--- config.mk ---
export PLATFORM = sky130hd
export DESIGN_NAME = line_editor_with_echo
export DESIGN_NICKNAME = d
export VERILOG_FILES = /design/src/design/lned_pkg.sv /design/src/design/line_editor_with_echo.sv /design/src/design/lned_line_ram.sv /design/src/design/lned_edit_ctrl.sv /design/src/design/lned_out_seq.sv
export VERILOG_INCLUDE_DIRS = /design/src /design/src/design
export SDC_FILE = /design/constraint.sdc
export NUM_CORES = 2
export LEC_CHECK = 0
export ABC_AREA = 1
export BUFFER_PORTS_ARGS = -buffer_cell sky130_fd_sc_hd__buf_4
export CORE_ASPECT_RATIO = 1.25
export CORE_MARGIN = 2
export CORE_UTILIZATION = 35
export CTS_CLUSTER_SIZE = 40
export DETAILED_ROUTE_END_ITERATION = 16
export SLEW_MARGIN = 40
export SYNTH_ARGS = -nofsm -noshare
export SYNTH_HDL_FRONTEND = slang
export SYNTH_SLANG_ARGS = --single-unit
--- constraint.sdc ---
create_clock -name i_clk -period 40.3 [get_ports i_clk]
set_input_delay 4.03 -clock i_clk [delete_from_list [all_inputs] [get_ports i_clk]]
set_output_delay 4.03 -clock i_clk [all_outputs]
set_load 0.005 [all_outputs]
--- src/design/line_editor_with_echo_defines.svh ---
// ---------------------------------------------------------------------------
// Line editor assertion macros
// Shared concurrent assertion helpers; compiled out when NO_ASSERTIONS is set.
// ---------------------------------------------------------------------------
`ifndef LINE_EDITOR_WITH_ECHO_DEFINES_SVH
`define LINE_EDITOR_WITH_ECHO_DEFINES_SVH

`ifndef NO_ASSERTIONS

// expr must hold at every clock edge outside reset
`define LNED_ASSERT_ALWAYS(label, clk, rst_n, expr, msg) \
    label: assert property (@(posedge clk) disable iff (!rst_n) (expr)) else $error(msg);

// cons must hold in the cycle after ante
`define LNED_ASSERT_NEXT(label, clk, rst_n, ante, cons, msg) \
    label: assert property (@(posedge clk) disable iff (!rst_n) (ante) |=> (cons)) \
        else $error(msg);

// cons must hold in the same cycle as ante
`define LNED_ASSERT_SAME(label, clk, rst_n, ante, cons, msg) \
    label: assert property (@(posedge clk) disable iff (!rst_n) (ante) |-> (cons)) \
        else $error(msg);

`else

`define LNED_ASSERT_ALWAYS(label, clk, rst_n, expr, msg)
`define LNED_ASSERT_NEXT(label, clk, rst_n, ante, cons, msg)
`define LNED_ASSERT_SAME(label, clk, rst_n, ante, cons, msg)

`endif

`endif

--- src/design/lned_pkg.sv ---
// ---------------------------------------------------------------------------
// Line editor package
// Payload structs, result descriptors and character constants.
// ---------------------------------------------------------------------------
package lned_pkg;

    localparam int BUF_DEPTH     = 256;
    localparam int ADDR_W        = $clog2(BUF_DEPTH);
    localparam int MAX_LEN_W     = 9;
    localparam logic [MAX_LEN_W-1:0] MAX_LEN_RESET = MAX_LEN_W'(256);

    // opcodes
    localparam logic [1:0] OP_RX    = 2'd0;
    localparam logic [1:0] OP_CLOSE = 2'd1;
    localparam logic [1:0] OP_READ  = 2'd2;

    // characters
    localparam logic [7:0] CH_BS  = 8'h08;
    localparam logic [7:0] CH_LF  = 8'h0A;
    localparam logic [7:0] CH_CR  = 8'h0D;
    localparam logic [7:0] CH_SP  = 8'h20;
    localparam logic [7:0] CH_DEL = 8'h7F;

    typedef struct packed {
        logic [1:0] opcode;
        logic [7:0] rx_byte;
        logic [7:0] read_index;
    } t_in_item;

    typedef struct packed {
        logic       echo_valid;
        logic [7:0] echo_byte;
        logic       line_done;
        logic [7:0] line_length;
        logic       overflowed;
        logic [7:0] read_data;
        logic       last;
    } t_out_item;

    typedef enum logic [2:0] {
        RES_ECHO,
        RES_ERASE,
        RES_END_ECHO,
        RES_END_QUIET,
        RES_READ
    } t_res_kind;

    // what the output sequencer expands into one or three results
    typedef struct packed {
        t_res_kind  kind;
        logic [7:0] echo_byte;
        logic [7:0] line_length;
        logic       overflowed;
        logic       rd_hit;
    } t_res_desc;

    // one access to the line store per item
    typedef struct packed {
        logic              we;
        logic [ADDR_W-1:0] waddr;
        logic [7:0]        wdata;
        logic              re;
        logic [ADDR_W-1:0] raddr;
    } t_mem_req;

endpackage

--- src/design/line_editor_with_echo.sv ---
// ---------------------------------------------------------------------------
// Line editor with echo
// Builds one edited console line in a RAM, echoes input, reports line ends
// and reads stored characters back by index.
// ---------------------------------------------------------------------------
//
//  channel | direction | handshake               | payload
//  --------+-----------+-------------------------+----------------------------
//  in      | to block  | i_in_valid / o_in_stall | i_in_data  (t_in_item)
//  out     | from block| o_out_valid / i_out_stall| o_out_data (t_out_item)
//  cfg     | to block  | i_cfg_valid / o_cfg_ready| i_cfg_data (max_length)
//
//  An item is taken every cycle while the result register is free or is
//  handing over its final result; a new item may enter the cycle its
//  predecessor's last result transfers.
//  Echo, line end and read items give one result, from the result register;
//  erase gives three, so the result register holds the input off until its last one transfers.
//  Read data comes from the RAM's registered port, loaded when the item is taken.
//  Synchronous reset clears counters and flags; the line RAM is not cleared.
//  A stall on the output only holds the result register; state already moved.
// ---------------------------------------------------------------------------
`include "line_editor_with_echo_defines.svh"

module line_editor_with_echo (
    input  logic                               i_clk,
    input  logic                               i_rst_n,
    // input items
    input  logic                               i_in_valid,
    input  lned_pkg::t_in_item                 i_in_data,
    output logic                               o_in_stall,
    // results
    output logic                               o_out_valid,
    output lned_pkg::t_out_item                o_out_data,
    input  logic                               i_out_stall,
    // max_length register write
    input  logic                               i_cfg_valid,
    input  logic [lned_pkg::MAX_LEN_W-1:0]     i_cfg_data,
    output logic                               o_cfg_ready
);

    logic                in_xfer;
    logic                busy;
    lned_pkg::t_mem_req  mem_req;
    logic [7:0]          rdata;
    logic                desc_valid;
    lned_pkg::t_res_desc desc;

    // the user is to issue writes only while idle (not enforced here); the port never pushes back
    assign o_cfg_ready = 1'b1;

    // the input waits only for the result register
    assign o_in_stall = busy;
    assign in_xfer    = i_in_valid && !o_in_stall;

    // edit state: count, discard phase, overflow, last finished line
    lned_edit_ctrl u_ctrl (
        .i_clk        (i_clk),
        .i_rst_n      (i_rst_n),
        .i_cfg_we     (i_cfg_valid && o_cfg_ready),
        .i_cfg_data   (i_cfg_data),
        .i_accept     (in_xfer),
        .i_item       (i_in_data),
        .o_mem_req    (mem_req),
        .o_desc_valid (desc_valid),
        .o_desc       (desc)
    );

    // character store; a write and a later read never share an edge,
    // so a read always sees the previous item's write
    lned_line_ram u_ram (
        .i_clk   (i_clk),
        .i_req   (mem_req),
        .o_rdata (rdata)
    );

    // result register and erase expansion
    lned_out_seq u_out (
        .i_clk   (i_clk),
        .i_rst_n (i_rst_n),
        .i_load  (desc_valid),
        .i_desc  (desc),
        .i_rdata (rdata),
        .i_stall (i_out_stall),
        .o_valid (o_out_valid),
        .o_item  (o_out_data),
        .o_busy  (busy)
    );

    // no new item while an erase sequence still has results to give
    `LNED_ASSERT_ALWAYS(a_no_take_mid_seq, i_clk, i_rst_n, !(in_xfer && o_out_valid && !o_out_data.last), "item taken before last result")

    // a non-final result is always followed by another one
    `LNED_ASSERT_NEXT(a_seq_continues, i_clk, i_rst_n, o_out_valid && !i_out_stall && !o_out_data.last, o_out_valid, "result sequence broken")

    // an echoed line end always echoes newline
    `LNED_ASSERT_SAME(a_end_echo_lf, i_clk, i_rst_n, o_out_valid && o_out_data.line_done && o_out_data.echo_valid, o_out_data.echo_byte == lned_pkg::CH_LF, "line end echo not newline")

endmodule

--- src/design/lned_line_ram.sv ---
// ---------------------------------------------------------------------------
// Line store RAM
// One write and one registered read per cycle; no reset of contents.
// ---------------------------------------------------------------------------
module lned_line_ram (
    input  logic               i_clk,
    input  lned_pkg::t_mem_req i_req,
    output logic [7:0]         o_rdata
);

    logic [7:0] mem [lned_pkg::BUF_DEPTH];
    logic [7:0] r_rdata;

    always_ff @(posedge i_clk) begin
        if (i_req.we) begin
            mem[i_req.waddr] <= i_req.wdata;
        end
    end

    always_ff @(posedge i_clk) begin
        if (i_req.re) begin
            r_rdata <= mem[i_req.raddr];
        end
    end

    assign o_rdata = r_rdata;

endmodule

--- src/design/lned_edit_ctrl.sv ---
// ---------------------------------------------------------------------------
// Line edit control
// Tracks count, discard and overflow; issues store accesses and descriptors.
// ---------------------------------------------------------------------------
module lned_edit_ctrl (
    input  logic                                i_clk,
    input  logic                                i_rst_n,
    input  logic                                i_cfg_we,
    input  logic [lned_pkg::MAX_LEN_W-1:0]      i_cfg_data,
    input  logic                                i_accept,
    input  lned_pkg::t_in_item                  i_item,
    output lned_pkg::t_mem_req                  o_mem_req,
    output logic                                o_desc_valid,
    output lned_pkg::t_res_desc                 o_desc
);

    logic [lned_pkg::MAX_LEN_W-1:0] r_max_len;
    logic [lned_pkg::ADDR_W-1:0]    r_count, n_count;
    logic                           r_discard, n_discard;
    logic                           r_ovf, n_ovf;
    logic [7:0]                     r_fin_len, n_fin_len;
    logic                           r_fin_ovf, n_fin_ovf;

    logic [lned_pkg::ADDR_W-1:0]    cap;
    logic [7:0]                     rx;
    logic                           disc_now;
    logic                           finish;

    // capacity = clamp(max_length, 1, depth) - 1
    always_comb begin
        if (r_max_len == '0) begin
            cap = '0;
        end else if (r_max_len > lned_pkg::MAX_LEN_W'(lned_pkg::BUF_DEPTH)) begin
            cap = lned_pkg::ADDR_W'(lned_pkg::BUF_DEPTH - 1);
        end else begin
            cap = lned_pkg::ADDR_W'(r_max_len - 1'b1);
        end
    end

    assign rx       = (i_item.rx_byte == lned_pkg::CH_CR) ? lned_pkg::CH_LF : i_item.rx_byte;
    assign disc_now = r_discard || (r_count >= cap);

    always_comb begin
        n_count      = r_count;
        n_discard    = r_discard;
        n_ovf        = r_ovf;
        n_fin_len    = r_fin_len;
        n_fin_ovf    = r_fin_ovf;
        o_mem_req    = '0;
        o_desc_valid = 1'b0;
        o_desc       = '{kind: lned_pkg::RES_ECHO, default: '0};
        finish       = 1'b0;

        if (i_accept) begin
            unique case (i_item.opcode)
                lned_pkg::OP_RX: begin
                    if (rx == lned_pkg::CH_LF) begin
                        finish       = 1'b1;
                        o_desc_valid = 1'b1;
                        o_desc.kind  = lned_pkg::RES_END_ECHO;
                    end else if (disc_now) begin
                        n_discard = 1'b1;
                        n_ovf     = 1'b1;
                    end else if (rx == lned_pkg::CH_DEL || rx == lned_pkg::CH_BS) begin
                        if (r_count != '0) begin
                            n_count      = r_count - 1'b1;
                            o_desc_valid = 1'b1;
                            o_desc.kind  = lned_pkg::RES_ERASE;
                        end
                    end else begin
                        o_mem_req.we     = 1'b1;
                        o_mem_req.waddr  = r_count;
                        o_mem_req.wdata  = rx;
                        n_count          = r_count + 1'b1;
                        n_discard        = ({1'b0, r_count} + 1'b1) >= {1'b0, cap};
                        o_desc_valid     = 1'b1;
                        o_desc.kind      = lned_pkg::RES_ECHO;
                        o_desc.echo_byte = rx;
                    end
                end
                lned_pkg::OP_CLOSE: begin
                    finish       = 1'b1;
                    o_desc_valid = 1'b1;
                    o_desc.kind  = lned_pkg::RES_END_QUIET;
                end
                lned_pkg::OP_READ: begin
                    o_mem_req.re    = 1'b1;
                    o_mem_req.raddr = i_item.read_index;
                    o_desc_valid    = 1'b1;
                    o_desc.kind     = lned_pkg::RES_READ;
                    o_desc.rd_hit   = i_item.read_index < r_fin_len;
                end
                default: begin
                end
            endcase
        end

        if (finish) begin
            // truncation: terminator lands on the last slot of an overflowed line
            o_mem_req.we       = r_ovf && (r_count != '0) && (cap != '0);
            o_mem_req.waddr    = cap - 1'b1;
            o_mem_req.wdata    = '0;
            o_desc.line_length = r_count;
            o_desc.overflowed  = r_ovf;
            n_fin_len          = r_count;
            n_fin_ovf          = r_ovf;
            n_count            = '0;
            n_discard          = 1'b0;
            n_ovf              = 1'b0;
        end
    end

    always_ff @(posedge i_clk) begin
        if (!i_rst_n) begin
            r_max_len <= lned_pkg::MAX_LEN_RESET;
            r_count   <= '0;
            r_discard <= 1'b0;
            r_ovf     <= 1'b0;
            r_fin_len <= '0;
            r_fin_ovf <= 1'b0;
        end else begin
            if (i_cfg_we) begin
                r_max_len <= i_cfg_data;
            end
            r_count   <= n_count;
            r_discard <= n_discard;
            r_ovf     <= n_ovf;
            r_fin_len <= n_fin_len;
            r_fin_ovf <= n_fin_ovf;
        end
    end

endmodule

--- src/design/lned_out_seq.sv ---
// ---------------------------------------------------------------------------
// Result sequencer
// Holds one descriptor and expands it into one or three result transfers.
// ---------------------------------------------------------------------------
module lned_out_seq (
    input  logic                i_clk,
    input  logic                i_rst_n,
    input  logic                i_load,
    input  lned_pkg::t_res_desc i_desc,
    input  logic [7:0]          i_rdata,
    input  logic                i_stall,
    output logic                o_valid,
    output lned_pkg::t_out_item o_item,
    output logic                o_busy
);

    logic                r_valid;
    logic [1:0]          r_step;
    lned_pkg::t_res_desc r_desc;
    logic                fire;

    always_comb begin
        o_item = '0;
        unique case (r_desc.kind)
            lned_pkg::RES_ECHO: begin
                o_item.echo_valid = 1'b1;
                o_item.echo_byte  = r_desc.echo_byte;
                o_item.last       = 1'b1;
            end
            lned_pkg::RES_ERASE: begin
                // backspace, space, backspace
                o_item.echo_valid = 1'b1;
                o_item.echo_byte  = (r_step == 2'd1) ? lned_pkg::CH_SP : lned_pkg::CH_BS;
                o_item.last       = (r_step == 2'd2);
            end
            lned_pkg::RES_END_ECHO: begin
                o_item.echo_valid  = 1'b1;
                o_item.echo_byte   = lned_pkg::CH_LF;
                o_item.line_done   = 1'b1;
                o_item.line_length = r_desc.line_length;
                o_item.overflowed  = r_desc.overflowed;
                o_item.last        = 1'b1;
            end
            lned_pkg::RES_END_QUIET: begin
                o_item.line_done   = 1'b1;
                o_item.line_length = r_desc.line_length;
                o_item.overflowed  = r_desc.overflowed;
                o_item.last        = 1'b1;
            end
            lned_pkg::RES_READ: begin
                o_item.read_data = r_desc.rd_hit ? i_rdata : 8'h00;
                o_item.last      = 1'b1;
            end
            default: begin
            end
        endcase
    end

    assign o_valid = r_valid;
    assign fire    = r_valid && !i_stall;
    assign o_busy  = r_valid && !(fire && o_item.last);

    always_ff @(posedge i_clk) begin
        if (!i_rst_n) begin
            r_valid <= 1'b0;
            r_step  <= '0;
        end else if (i_load) begin
            r_valid <= 1'b1;
            r_step  <= '0;
        end else if (fire) begin
            if (o_item.last) begin
                r_valid <= 1'b0;
            end
            r_step <= r_step + 1'b1;
        end
    end

    always_ff @(posedge i_clk) begin
        if (i_load) begin
            r_desc <= i_desc;
        end
    end

endmodule

==> results.sh <==
export IMPL_die_y_um=591
export IMPL_ant_nets=0
export IMPL_min_from="u_ctrl.r_fin_len[0]$_SDFFE_PN0P_"
export IMPL_die_w_um=474
export IMPL_antenna_found_initial=5
export IMPL_max_freq_ghz=0.110
export IMPL_clock_latency_ps=870
export IMPL_cts_root_buf="clkbuf_16"
export IMPL_leakagePower_uw=0.0442
export IMPL_slew_viol_final=0
export IMPL_area_growth_pct=10.9
export IMPL_grt_use_total_pct=19.9
export IMPL_r2r_start="u_ctrl.r_max_len[0]$_SDFFE_PN0P_"
export IMPL_hold_violations=0
export IMPL_wl_met3_mm=23.1
export IMPL_gp_congestion=0.853
export IMPL_clkTransAtPathRegs_ps=70
export IMPL_synth_seq_area_share_pct=65.3
export IMPL_grt_pass1_wl_mm=428
export IMPL_fin_hold_ws_ps=486
export IMPL_synth_warnings=0
export IMPL_required_ps=36270
export IMPL_maxCapViolCount=0
export IMPL_die_area_um2=280000
export IMPL_power_frac_seq_pct=52.9
export IMPL_clockBufferDepth=4
export IMPL_async_reset_ff_share_pct=0
export IMPL_layout_cells_non_filler=12900
export IMPL_synth_cell_types=50
export IMPL_mostFrequentLayoutCells="edfxtp_1, nand3_1, inv_1"
export IMPL_place_area_um2=100000
export IMPL_dp_hpwl_mm=163
export IMPL_skew_ps=60.1
export IMPL_ys_flop_type="edfxtp_1"
export IMPL_relSlewSlack_pct=37.0
export IMPL_grt_start_max_net_pins=185
export IMPL_cts_made_buffers=207
export IMPL_syn_area_um2=96500
export IMPL_cts_setup_buffers=0
export IMPL_cts_max_level=4
export IMPL_design_area_um2=107000
export IMPL_setup_tns_ps=0
export IMPL_power_density_nw_per_um2=42.3
export IMPL_rows=215
export IMPL_period_share_pct=22.5
export IMPL_start_kind="primary input"
export IMPL_peakVddDrop_mv=0.0363
export IMPL_p_comb_share_pct=5.0
export IMPL_crit_chain="buf_4, inv_1, nand2_1, nand2_8, inv_1, buf_4"
export IMPL_cts_sinks=2107
export IMPL_wl_met2_mm=136
export IMPL_wirelength_mm=286
export IMPL_highest_layer="met5"
export IMPL_status="completed"
export IMPL_wl_met1_mm=112
export IMPL_dp_cells=12500
export IMPL_critPathArrivalTime_ps=5030
export IMPL_power_switching_uw=1020
export IMPL_critPathSlowestCell="nand2_8"
export IMPL_synth_edf_count=2077
export IMPL_avgSynthCellArea_um2=10.2
export IMPL_hold_path_endpoint="u_ctrl.r_fin_len[0]$_SDFFE_PN0P_"
export IMPL_cp_max_fo=92
export IMPL_crit_path_end_kind="output port"
export IMPL_synth_cells=9447
export IMPL_synth_ff_latch_count=2107
export IMPL_clock_power_share_pct=42.1
export IMPL_grt_pass1_vias=66100
export IMPL_postCtsHoldBufs=0
export IMPL_vias_per_cell=5.30
export IMPL_worst_pin_slew_ps=944
export IMPL_final_core_util_pct=39.0
export IMPL_numPortBuffers=61
export IMPL_rr_worst_depth=22
export IMPL_wl_per_cell_um=22.1
export IMPL_crit_type="primary input to output port"
export IMPL_final_common_cell="edfxtp_1"
export IMPL_dr_total_vias=68500
export IMPL_ff2ff_setup_slack_ps=34140
export IMPL_drt_pass1_iterations=9
export IMPL_p_int_uw=3500
export IMPL_cts_resized=0
export IMPL_fin_nets=9266
export IMPL_overflow=0
export IMPL_setup_violations=0
export IMPL_io_pins=63
export IMPL_first_iter_violations=7868
export IMPL_start_util_pct=35.2
export IMPL_synth_nets=9527
export IMPL_p_sw_share_pct=22.6
export IMPL_r2r_end="u_ram.mem[84][6]$_DFFE_PP_"
export IMPL_tritoncts="done"
export IMPL_hold_class="flop to flop"
export IMPL_slowest_delay_ps=450
export IMPL_core_um2=274000
export IMPL_drc=0
export IMPL_rsz0062_at_grt="no"
export IMPL_fin_crit_ps=9060
export IMPL_hold_path_depth=2
export IMPL_drive_gt1_share_pct=7.58
-- layer usage --
metal | up-vias | track usage [%]
li1 | 31400 | -
met2 | 3105 | 32.9
met1 | 33300 | 25.6
met5 | - | 0
met4 | 2 | 9.43
met3 | 612 | 3.15
-- logic make-up (layout without fill, tap and decap cells) --
family	Yosys count	after routing	share of synthesized area (%)
xor gates and xnor gates	14	14	0.127
DFF	2107	2107	65.3
buffers and inverters	2486	2387	9.87
adders and majority gates	48	48	0.630
and+or+nand+nor	4615	4615	23.0
other	1	3	0.00389
AOI/OAI and AO/OA	176	176	1.06
-- power groups by stage --
stage | clock [uW] | combinational [uW] | sequential [uW]
2_1_floorplan | 0 | 134 | 2450
3_3_place_gp | 0 | 217 | 2440
3_5_place_dp | 0 | 220 | 2440
4_1_cts | 1930 | 221 | 2400
5_1_grt | 2000 | 241 | 2390
6_report | 1900 | 225 | 2390
-- final cells by class --
type,count,area [um2]
Tap cell,3580,4480
Inverter,1839,6950
Timing Repair Buffer,177,1880
Multi-Input combinational cell,4854,24200
Clock buffer,237,5290
Fill cell,26500,167000
Antenna cell,2,5.00
Sequential cell,2107,63000
Clock inverter,134,1190
-- metrics by stage --
step | power [uW] | worst slack, ps
floorplan | 2580 | 23350
global placement | 2660 | 30020
detailed placement | 2660 | 30820
CTS | 4540 | 31190
global route | 4640 | 31120
finish | 4520 | 31240
-- registers in the layout, indices dropped and copies added (netlist names) --
name	cells
u_ctrl.r_fin_len	8
u_out.r_step	2
u_out.r_desc	21
u_ctrl.r_discard	1
u_ctrl.r_ovf	1
u_ctrl.r_count	8
u_out.o_valid	1
u_ram.o_rdata	8
u_ctrl.r_max_len	9
u_ram.mem	2048
-- worst max path at each step --
stage | cells past startpoint | endpoint | from
4_1_cts | 6 | o_in_stall | i_out_stall
2_1_floorplan | 11 | u_ram.mem[0][6]$_DFFE_PP_ | i_in_data[15]
6_report | 6 | o_in_stall | i_out_stall
5_1_grt | 6 | o_in_stall | i_out_stall
3_5_place_dp | 16 | u_ram.o_rdata[2]$_DFFE_PP_ | i_out_stall
3_3_place_gp | 16 | u_ram.o_rdata[2]$_DFFE_PP_ | i_in_data[0]
-- synth_stat cells (11+ instances only) --
cell | instances | area (um2)
nand2_1 | 1274 | 4780
nor2_1 | 494 | 1850
nor3_1 | 12 | 60.1
buf_2 | 103 | 515
nand2_2 | 22 | 138
dfxtp_1 | 30 | 601
ha_1 | 47 | 588
buf_1 | 85 | 319
a21oi_1 | 38 | 190
xor2_1 | 12 | 105
clkbuf_1 | 447 | 1680
nand4_1 | 739 | 4620
nand3_1 | 1925 | 9630
o21ai_0 | 101 | 505
o211ai_1 | 16 | 120
nand3_2 | 21 | 210
edfxtp_1 | 2077 | 62400
inv_1 | 1823 | 6840
or2_2 | 96 | 601
inv_2 | 11 | 41.3
-- critical path, delay by kind of cell --
family | cells | cell delay (ps)
buffers and inverters | 4 | 430
AND/OR/NAND/NOR | 2 | 580
(Power assumes the default switching activity.)
